## config.mk

```make
export PLATFORM = sky130hd
export DESIGN_NAME = neighbor_delivery_ratio_table
export DESIGN_NICKNAME = d
export VERILOG_FILES = /design/src/design/ndrt_pkg.sv /design/src/design/ndrt_div.sv /design/src/design/neighbor_delivery_ratio_table.sv
export SDC_FILE = /design/constraint.sdc
export NUM_CORES = 2
export LEC_CHECK = 0
export BUFFER_PORTS_ARGS = -buffer_cell sky130_fd_sc_hd__buf_4
export CORE_UTILIZATION = 50
export CTS_CLUSTER_SIZE = 14
export DETAILED_ROUTE_END_ITERATION = 7
export PLACE_DENSITY = 0.73
export SLEW_MARGIN = 20
export SYNTH_ARGS = -nofsm -noshare
export SYNTH_HDL_FRONTEND = slang
export SYNTH_SLANG_ARGS = --single-unit
```

## constraint.sdc

```tcl
create_clock -name clk_i -period 14.1 [get_ports clk_i]
set_input_delay 1.41 -clock clk_i [delete_from_list [all_inputs] [get_ports clk_i]]
set_output_delay 1.41 -clock clk_i [all_outputs]
set_load 0.1 [all_outputs]
```

## src/design/ndrt_pkg.sv

```systemverilog
// Shared types and constants for the neighbour delivery ratio table.
// Used by the top level and the iterative divider; no dependencies.
package ndrt_pkg;

  localparam int SRC_W  = 16;  // width of the address field on the ports
  localparam int ID_W   = 5;
  localparam int NUM_W  = 15;  // avg * div + score
  localparam int DEN_W  = 9;   // div + 1

  typedef enum logic [1:0] {
    CMD_PKT  = 2'd0,
    CMD_EVAL = 2'd1,
    CMD_RPT  = 2'd2,
    CMD_RSVD = 2'd3
  } cmd_e;

  typedef enum logic [1:0] {
    KIND_PKT  = 2'd0,
    KIND_EVAL = 2'd1,
    KIND_RPT  = 2'd2
  } kind_e;

  localparam logic [2:0] ST_SLOT1 = 3'd0;
  localparam logic [2:0] ST_SLOT2 = 3'd1;
  localparam logic [2:0] ST_SLOT3 = 3'd2;
  localparam logic [2:0] ST_FULL  = 3'd3;
  localparam logic [2:0] ST_DROP  = 3'd4;

  localparam logic [6:0] SCORE_ALL  = 7'd100;
  localparam logic [6:0] SCORE_SOME = 7'd66;
  localparam logic [6:0] SCORE_NONE = 7'd33;
  localparam logic [6:0] AVG_INIT   = 7'd100;
  localparam logic [7:0] DIV_INIT   = 8'd1;

  // count * 25 / 9 as (count * 91025) >> 15, slightly above 2^15 * 25 / 9 so
  // that the floor stays exact for every 8-bit count
  localparam logic [16:0] RATIO_MUL   = 17'd91025;
  localparam int          RATIO_SHIFT = 15;

  typedef struct packed {
    logic [7:0] recv;
    logic [7:0] slot1;
    logic [7:0] slot2;
    logic [7:0] slot3;
    logic [6:0] avg;
    logic [7:0] div;
  } rec_t;

  typedef struct packed {
    logic [1:0]       kind;
    logic [ID_W-1:0]  entry_id;
    logic [SRC_W-1:0] entry_addr;
    logic [2:0]       pkt_status;
    logic [7:0]       recv_count;
    logic [6:0]       score;
    logic [6:0]       ratio_avg;
    logic [7:0]       divider_out;
    logic [9:0]       report_ratio;
    logic             last;
  } out_t;

endpackage

```

## src/design/ndrt_div.sv

```systemverilog
// Restoring divider for the running average, one quotient bit per cycle.
// Depends on ndrt_pkg for operand widths.
module ndrt_div import ndrt_pkg::*; (
  input  logic             clk_i,
  input  logic             rst_ni,
  input  logic             start_i,
  input  logic [NUM_W-1:0] num_i,
  input  logic [DEN_W-1:0] den_i,
  output logic             busy_o,
  output logic [NUM_W-1:0] quo_o
);

  localparam int CNT_W = $clog2(NUM_W + 1);

  logic             busy_q, busy_d;
  logic [CNT_W-1:0] cnt_q, cnt_d;
  logic [DEN_W-1:0] rem_q, rem_d;
  logic [NUM_W-1:0] quo_q, quo_d;
  logic [DEN_W-1:0] den_q, den_d;
  logic [DEN_W:0]   trial;

  always_comb begin
    busy_d = busy_q;
    cnt_d  = cnt_q;
    rem_d  = rem_q;
    quo_d  = quo_q;
    den_d  = den_q;
    trial  = {rem_q, quo_q[NUM_W-1]};
    if (start_i) begin
      busy_d = 1'b1;
      cnt_d  = CNT_W'(NUM_W);
      rem_d  = '0;
      quo_d  = num_i;
      den_d  = den_i;
    end else if (busy_q) begin
      if (trial >= {1'b0, den_q}) begin
        rem_d = DEN_W'(trial - {1'b0, den_q});
        quo_d = {quo_q[NUM_W-2:0], 1'b1};
      end else begin
        rem_d = trial[DEN_W-1:0];
        quo_d = {quo_q[NUM_W-2:0], 1'b0};
      end
      cnt_d = cnt_q - CNT_W'(1);
      if (cnt_q == CNT_W'(1)) begin
        busy_d = 1'b0;
      end
    end
  end

  always_ff @(posedge clk_i or negedge rst_ni) begin
    if (!rst_ni) begin
      busy_q <= 1'b0;
      cnt_q  <= '0;
    end else begin
      busy_q <= busy_d;
      cnt_q  <= cnt_d;
    end
  end

  always_ff @(posedge clk_i) begin
    rem_q <= rem_d;
    quo_q <= quo_d;
    den_q <= den_d;
  end

  assign busy_o = busy_q;
  assign quo_o  = quo_q;

endmodule

```

## src/design/neighbor_delivery_ratio_table.sv

```systemverilog
// Neighbour delivery ratio table: top level with FSM and entry memories.
// Depends on ndrt_pkg and ndrt_div.
//
// One transaction is handled at a time. A packet walks the address memory one
// entry per cycle (one read a cycle), then writes the entry back. An evaluate
// tick waits on the 15-step divider for the running average. A report tick
// emits one result per cycle per entry, as the downstream side takes them. No
// clearing pass after reset: entries are only read once allocated.
module neighbor_delivery_ratio_table import ndrt_pkg::*; #(
  parameter int TABLE_DEPTH = 16,
  parameter int ADDR_BITS   = 16
) (
  input  logic        clk_i,
  input  logic        rst_ni,
  input  logic        s_axis_tvalid_i,
  output logic        s_axis_tready_o,
  input  logic [23:0] s_axis_tdata_i,  // src_addr[15:0], seq_no[23:16]
  input  logic [1:0]  s_axis_tuser_i,  // cmd[1:0]
  output logic        m_axis_tvalid_o,
  input  logic        m_axis_tready_i,
  // entry_id[4:0], entry_addr[20:5], pkt_status[23:21], recv_count[31:24],
  // score[38:32], ratio_avg[45:39], divider_out[53:46], report_ratio[63:54]
  output logic [63:0] m_axis_tdata_o,
  output logic [1:0]  m_axis_tuser_o,  // kind[1:0]
  output logic        m_axis_tlast_o
);

  localparam int IW = (TABLE_DEPTH > 1) ? $clog2(TABLE_DEPTH) : 1;
  localparam int CW = $clog2(TABLE_DEPTH + 1);
  localparam int AW = (ADDR_BITS < SRC_W) ? ADDR_BITS : SRC_W;

  typedef enum logic [2:0] {
    S_IDLE, S_SCAN, S_PKT, S_DROP, S_EVAL, S_DIV, S_EOUT, S_RPT
  } state_e;

  state_e         state_q, state_d;
  logic [CW-1:0]  count_q, count_d;
  logic [CW-1:0]  pend_q, pend_d;
  logic [IW-1:0]  idx_q, idx_d;
  logic           alloc_q, alloc_d;
  logic [AW-1:0]  in_addr_q, in_addr_d;
  logic [7:0]     in_seq_q, in_seq_d;
  logic [6:0]     score_q, score_d;
  logic           out_valid_q, out_valid_d;
  out_t           out_q, out_d;

  logic [AW-1:0]  addr_mem [TABLE_DEPTH];
  rec_t           data_mem [TABLE_DEPTH];
  logic [AW-1:0]  addr_rd_q;
  rec_t           rec_rd_q;

  logic           rd_en, wr_en, awr_en;
  logic [IW-1:0]  rd_idx;
  rec_t           wr_rec, base, upd;
  logic           out_free, last_idx;
  logic [IW-1:0]  pend_idx;
  logic [8:0]     sa1, sa2, sb1;
  logic           p1, p2, p3;
  logic [6:0]     sc;
  logic           div_start, div_busy;
  logic [NUM_W-1:0] div_num, div_quo;
  logic [DEN_W-1:0] div_den;
  logic [2:0]     slot_st;
  logic [24:0]    ratio_prod;
  logic [ID_W-1:0] out_id;

  ndrt_div u_div (
    .clk_i  (clk_i),
    .rst_ni (rst_ni),
    .start_i(div_start),
    .num_i  (div_num),
    .den_i  (div_den),
    .busy_o (div_busy),
    .quo_o  (div_quo)
  );

  assign out_free = !out_valid_q || m_axis_tready_i;
  assign last_idx = (CW'(idx_q) + CW'(1)) == count_q;
  assign pend_idx = IW'(pend_q - CW'(1));
  assign out_id   = ID_W'(idx_q) + ID_W'(1);

  // score of the three slots, sums taken without wrap
  always_comb begin
    sa1 = {1'b0, rec_rd_q.slot1} + 9'd1;
    sa2 = {1'b0, rec_rd_q.slot1} + 9'd2;
    sb1 = {1'b0, rec_rd_q.slot2} + 9'd1;
    p1  = sa1 == {1'b0, rec_rd_q.slot2};
    p2  = sb1 == {1'b0, rec_rd_q.slot3};
    p3  = sa2 == {1'b0, rec_rd_q.slot3};
    if (p1 && p2 && p3)      sc = SCORE_ALL;
    else if (p1 || p2 || p3) sc = SCORE_SOME;
    else                     sc = SCORE_NONE;
  end

  assign div_num    = NUM_W'(rec_rd_q.avg) * NUM_W'(rec_rd_q.div) + NUM_W'(sc);
  assign div_den    = {1'b0, rec_rd_q.div} + DEN_W'(1);
  assign ratio_prod = 25'(rec_rd_q.recv) * 25'(RATIO_MUL);

  // packet update of the entry: fresh record on allocation
  always_comb begin
    if (alloc_q) begin
      base = '{recv: 8'd0, slot1: 8'd0, slot2: 8'd0, slot3: 8'd0,
               avg: AVG_INIT, div: DIV_INIT};
    end else begin
      base = rec_rd_q;
    end
    upd      = base;
    upd.recv = base.recv + 8'd1;
    if (base.slot1 == 8'd0) begin
      upd.slot1 = in_seq_q;
      slot_st   = ST_SLOT1;
    end else if (base.slot2 == 8'd0) begin
      upd.slot2 = in_seq_q;
      slot_st   = ST_SLOT2;
    end else if (base.slot3 == 8'd0) begin
      upd.slot3 = in_seq_q;
      slot_st   = ST_SLOT3;
    end else begin
      slot_st   = ST_FULL;
    end
  end

  always_comb begin
    state_d     = state_q;
    count_d     = count_q;
    pend_d      = pend_q;
    idx_d       = idx_q;
    alloc_d     = alloc_q;
    in_addr_d   = in_addr_q;
    in_seq_d    = in_seq_q;
    score_d     = score_q;
    out_d       = out_q;
    out_valid_d = out_valid_q && !m_axis_tready_i;
    rd_en       = 1'b0;
    rd_idx      = '0;
    wr_en       = 1'b0;
    awr_en      = 1'b0;
    wr_rec      = rec_rd_q;
    div_start   = 1'b0;

    case (state_q)
      S_IDLE: begin
        if (s_axis_tvalid_i) begin
          in_addr_d = AW'(s_axis_tdata_i[SRC_W-1:0]);
          in_seq_d  = s_axis_tdata_i[23:16];
          case (s_axis_tuser_i)
            CMD_PKT: begin
              idx_d = '0;
              if (count_q == '0) begin
                alloc_d = 1'b1;
                state_d = S_PKT;
              end else begin
                rd_en   = 1'b1;
                state_d = S_SCAN;
              end
            end
            CMD_EVAL: begin
              if (pend_q != '0) begin
                rd_en   = 1'b1;
                rd_idx  = pend_idx;
                idx_d   = pend_idx;
                state_d = S_EVAL;
              end
            end
            CMD_RPT: begin
              if (count_q != '0) begin
                rd_en   = 1'b1;
                idx_d   = '0;
                state_d = S_RPT;
              end
            end
            default: ;
          endcase
        end
      end
      S_SCAN: begin
        if (addr_rd_q == in_addr_q) begin
          alloc_d = 1'b0;
          state_d = S_PKT;
        end else if (last_idx) begin
          if (count_q == CW'(TABLE_DEPTH)) begin
            state_d = S_DROP;
          end else begin
            alloc_d = 1'b1;
            idx_d   = count_q[IW-1:0];
            state_d = S_PKT;
          end
        end else begin
          rd_en  = 1'b1;
          rd_idx = idx_q + IW'(1);
          idx_d  = idx_q + IW'(1);
        end
      end
      S_PKT: begin
        if (out_free) begin
          wr_en  = 1'b1;
          wr_rec = upd;
          if (alloc_q) begin
            awr_en  = 1'b1;
            count_d = count_q + CW'(1);
          end
          pend_d = CW'(idx_q) + CW'(1);
          out_d = '0;
          out_d.kind       = KIND_PKT;
          out_d.entry_id   = out_id;
          out_d.entry_addr = SRC_W'(alloc_q ? in_addr_q : addr_rd_q);
          out_d.pkt_status = slot_st;
          out_d.recv_count = upd.recv;
          out_d.last       = 1'b1;
          out_valid_d = 1'b1;
          state_d     = S_IDLE;
        end
      end
      S_DROP: begin
        if (out_free) begin
          out_d = '0;
          out_d.kind       = KIND_PKT;
          out_d.entry_addr = SRC_W'(in_addr_q);
          out_d.pkt_status = ST_DROP;
          out_d.last       = 1'b1;
          out_valid_d = 1'b1;
          state_d     = S_IDLE;
        end
      end
      S_EVAL: begin
        score_d   = sc;
        div_start = 1'b1;
        state_d   = S_DIV;
      end
      S_DIV: begin
        if (!div_busy) state_d = S_EOUT;
      end
      S_EOUT: begin
        if (out_free) begin
          wr_en        = 1'b1;
          wr_rec.slot1 = 8'd0;
          wr_rec.slot2 = 8'd0;
          wr_rec.slot3 = 8'd0;
          wr_rec.avg   = div_quo[6:0];
          wr_rec.div   = rec_rd_q.div + 8'd1;
          pend_d = '0;
          out_d = '0;
          out_d.kind        = KIND_EVAL;
          out_d.entry_id    = out_id;
          out_d.entry_addr  = SRC_W'(addr_rd_q);
          out_d.score       = score_q;
          out_d.ratio_avg   = div_quo[6:0];
          out_d.divider_out = rec_rd_q.div + 8'd1;
          out_d.last        = 1'b1;
          out_valid_d = 1'b1;
          state_d     = S_IDLE;
        end
      end
      S_RPT: begin
        if (out_free) begin
          wr_en       = 1'b1;
          wr_rec.recv = 8'd0;
          out_d = '0;
          out_d.kind         = KIND_RPT;
          out_d.entry_id     = out_id;
          out_d.entry_addr   = SRC_W'(addr_rd_q);
          out_d.recv_count   = rec_rd_q.recv;
          out_d.report_ratio = ratio_prod[RATIO_SHIFT +: 10];
          out_d.last         = last_idx;
          out_valid_d = 1'b1;
          if (last_idx) begin
            state_d = S_IDLE;
          end else begin
            rd_en  = 1'b1;
            rd_idx = idx_q + IW'(1);
            idx_d  = idx_q + IW'(1);
          end
        end
      end
      default: state_d = S_IDLE;
    endcase
  end

  always_ff @(posedge clk_i or negedge rst_ni) begin
    if (!rst_ni) begin
      state_q     <= S_IDLE;
      count_q     <= '0;
      pend_q      <= '0;
      out_valid_q <= 1'b0;
      idx_q       <= '0;
      alloc_q     <= 1'b0;
      in_addr_q   <= '0;
      in_seq_q    <= '0;
      score_q     <= '0;
      out_q       <= '0;
    end else begin
      state_q     <= state_d;
      count_q     <= count_d;
      pend_q      <= pend_d;
      out_valid_q <= out_valid_d;
      idx_q       <= idx_d;
      alloc_q     <= alloc_d;
      in_addr_q   <= in_addr_d;
      in_seq_q    <= in_seq_d;
      score_q     <= score_d;
      out_q       <= out_d;
    end
  end

  // entry memories: one read and one write port, registered read data
  always_ff @(posedge clk_i) begin
    if (awr_en) addr_mem[idx_q] <= in_addr_q;
    if (wr_en)  data_mem[idx_q] <= wr_rec;
    if (rd_en) begin
      addr_rd_q <= addr_mem[rd_idx];
      rec_rd_q  <= data_mem[rd_idx];
    end
  end

  assign s_axis_tready_o = (state_q == S_IDLE);
  assign m_axis_tvalid_o = out_valid_q;
  assign m_axis_tuser_o  = out_q.kind;
  assign m_axis_tlast_o  = out_q.last;
  assign m_axis_tdata_o  = {out_q.report_ratio, out_q.divider_out, out_q.ratio_avg,
                            out_q.score, out_q.recv_count, out_q.pkt_status,
                            out_q.entry_addr, out_q.entry_id};

endmodule

```

==> results.md <==
* Post-Route WL at 156 mm
* F_max at 152 MHz
* Post-CTS setup buffer count at 0
* Data required, critical path at 14.64 ns
* PostCTS Resize Cnt at 0
* Switching Power at 6.68 mW
* GR Overflow Total at 0
* Fin. Hold Viols at 0
* Top_reg_cell synth: edfxtp_1
* Period utilisation layout at 46.6%
* Clock Power Share at 20.1%
* Internal power at 9.10 mW
* Top cell type's share of synthesized area at 58.2%
* DR DRC count at 0
* Cts hold-fix bufs at 0
* Yosys warning count at 0
* Max Root-Sink Buffers at 3
* NumNets Final at 4475
* Arrival time worst endpoint at 7.11 ns
* Synth async-reset ratio at 9.66%
* RSZ-0062 raised after global routing: false
* Reg-to-reg slack, setup at 7.53 ns
* Top Metal Used: met5
* Post-synth top cells: edfxtp_1 (1095), o21ai_0 (471), clkbuf_1 (275)
* Placer congestion estimate at 0.887
* EDFF count, synth at 1095
* Final Max Slew Viols at 0
* Final Power at 15.8 mW
* Die ar. at 0.114 mm^2
* Via count at 38730
* IO Count at 99
* Final Critical Period at 6.57 ns
* Total CTS buffers at 120
* Clk root buf: clkbuf_16
* Worst IR Drop VDD at 0.000258 V
* H-tree lvl count at 3
* Synth-to-layout area growth at 10.5%
* Netlist cell types at 82
* Gr usage total at 26.8%
* WHS at 0.478 ns
* Setup Skew at 0.0423 ns
* CP Capture Type: flip-flop
* Worst Setup Path Type: reg2reg
* Die W at 338 um
* Net Sw Frac at 42.3%
* Fillers at 8700
* Metal-1 WL at 60.0 mm
* 1st-iter DRT viols at 4810
* Yosys reg bits at 1222
* Gate power share at 44.7%
* Routed WL per cell at 26.6 um
* Worst Path Max Fanout at 7
* Rows at 122
* Initial antenna violation count at 4
* Worst slew pin tran at 1.41 ns
* Most common cell in the netlist: edfxtp_1
* Final setup vio count at 0
* Worst-Skew Late Latency at 0.74 ns
* Mean post-synth cell area at 13.1 um^2
* Core area at 0.111 mm^2
* Final worst slack at 7.53 ns
* TritonCTS clock tree: yes
* Starting Density at 50.8%
* Sequential share of power at 35.2%
* Leakage power figure at 22.0 nW
* Routed length on met3 at 18.9 mm
* Worst-path clk slew at 0.06 ns
* Dpl cells at 5633
* Hold Crit Class: reg2reg
* Total negative slack at 0 ns
* Fraction of layout cells with a size suffix above 1 at 10.5%
* Relative slew slack at 6.10%
* Max-cap violations at 0
* Syn Std Cell Area at 0.0565 mm^2
* Power Density at 253 mW/mm^2
* Ant diodes at 0
* Area contributors post-synth: edfxtp_1 (58%), dfrtp_1 (5.2%), o21ai_0 (4.2%)
* Largest net degree at the start of global routing at 249
* Final std cells w/o fill at 5857
* First-pass GRT wire length at 235 mm
* Via density at 6.61
* IO buf count at 96
* Synth Instances at 4317
* First-pass detailed-route iteration total at 6
* Met2 WL at 71.3 mm
* # clock sinks at 1222
* Post-synthesis sequential area ratio at 63.8%
* Vias in the first global route at 37962
* Die H at 338 um
* Status: complete, no violations
* Routed Antenna Nets at 0
* DP HPWL at 81.8 mm
* Pre-CTS WS at 7.70 ns
* Cell taking the most area after synthesis: edfxtp_1
* CP startpoint kind: flip-flop
metal layers:
| layer | track usage [%] | vias to the layer above |
|---|---|---|
| li1 | - | 16595 |
| met5 | 0 | - |
| met4 | 9.78 | 6 |
| met1 | 36.8 | 19131 |
| met2 | 42.1 | 2567 |
| met3 | 5.71 | 431 |
registers in the layout (all words and copies together), names as in the netlist:
| signal | flops |
|---|---|
| addr_mem | 256 |
| addr_rd_q | 16 |
| alloc_q | 1 |
| count_q | 5 |
| data_mem | 752 |
| idx_q | 4 |
| in_addr_q | 16 |
| in_seq_q | 8 |
| m_axis_tdata_o | 62 |
| m_axis_tlast_o | 1 |
| m_axis_tuser_o | 2 |
| m_axis_tvalid_o | 1 |
| pend_q | 5 |
| rec_rd_q | 47 |
| score_q | 5 |
| state_q | 3 |
| u_div.busy_o | 1 |
| u_div.cnt_q | 4 |
| u_div.den_q | 9 |
| u_div.quo_o | 15 |
| u_div.rem_q | 9 |
logic make-up after synthesis:
| logic type | Yosys count | share of synthesized area [%] |
|---|---|---|
| other | 1 | 0.00664 |
| muxes | 175 | 3.16 |
| and+or+nand+nor | 542 | 4.80 |
| AOI/OAI and AO/OA | 1466 | 17.5 |
| buffers and inverters | 634 | 4.60 |
| DFF | 1222 | 63.8 |
| adders and majority gates | 178 | 4.69 |
| xor gates and xnor gates | 99 | 1.54 |
worst paths after layout:
path / from / cells after the start / to
worst max register to register: rec_rd_q[23]$_DFFE_PP_ / 19 / u_div.quo_o[14]$_DFFE_PP_
worst min register to register: m_axis_tdata_o[45]$_DFFE_PN0P_ / 2 / m_axis_tdata_o[45]$_DFFE_PN0P_
max in group asynchronous: rst_ni / 2 / m_axis_tdata_o[40]$_DFFE_PN0P_
min in group asynchronous: rst_ni / 1 / m_axis_tdata_o[14]$_DFFE_PN0P_
worst min-delay path: m_axis_tdata_o[45]$_DFFE_PN0P_ / 2 / m_axis_tdata_o[45]$_DFFE_PN0P_
worst max-delay path: rec_rd_q[23]$_DFFE_PP_ / 19 / u_div.quo_o[14]$_DFFE_PP_
cells in the final DEF (no fill, tap or decap), types with 37 or more instances in the layout:
master     netlist  final
inv_1          256    255
and2_1          37     37
clkbuf_16        0    121
mux2i_1        150    150
a221o_1         64     64
a21oi_1        108    106
nand2_1        206    204
o21ai_0        471    469
o311ai_0       112    112
dfrtp_1        118    118
buf_4           15    197
xnor2_1         52     52
fa_1            56     56
ha_1           122    122
o211ai_1       255    255
nor2_1          74     59
nor4_1          73     73
edfxtp_1      1095   1095
a211oi_1       256    256
xor2_1          47     47
o21ai_1         65     64
area by class of cell:
cell class | instances | area [um^2] | share of cell area, %
clock buffer | 149 | 3180 | 5.10
clock inverter | 75 | 727 | 1.16
inverter | 259 | 975 | 1.56
multi-input combinational | 2462 | 18100 | 29.0
sequential | 1222 | 36000 | 57.7
tap | 1488 | 1860 | 2.98
timing repair buffer | 202 | 1550 | 2.49
power groups by stage:
stage	sequential, mW	combinational [mW]	clock [mW]
floorplan	5.89	4.62	0
global placement	5.59	6.78	0
detailed placement	5.61	6.95	0
CTS	5.54	6.99	3.20
global route	5.60	7.71	3.34
finish	5.55	7.05	3.18
stage by stage:
step | cell area [um^2] | utilization, %
6_report | 62400 | 56.1
5_1_grt | 62400 | 56.1
4_1_cts | 62400 | 56.1
3_5_place_dp | 58500 | 52.6
3_3_place_gp | 58500 | 52.6
2_1_floorplan | 56500 | -
worst max-delay path, cell delays in order, from the launching register on:
cell and delay, ns:
edfxtp_1 0.52, ha_1 0.34, xnor2_1 0.23, nand3_1 0.11, a2111oi_0 0.83, a21oi_1 0.56
or2_2 0.51, fa_1 0.55, inv_1 0.05, fa_1 0.52, inv_1 0.05, fa_1 0.44
ha_1 0.34, o21ai_0 0.12, a21o_1 0.21, a21o_1 0.19, a21oi_1 0.18, nor3_1 0.09
or3_1 0.37, a31oi_1 0.16
Note: power is estimated with default switching activity, not from simulation.
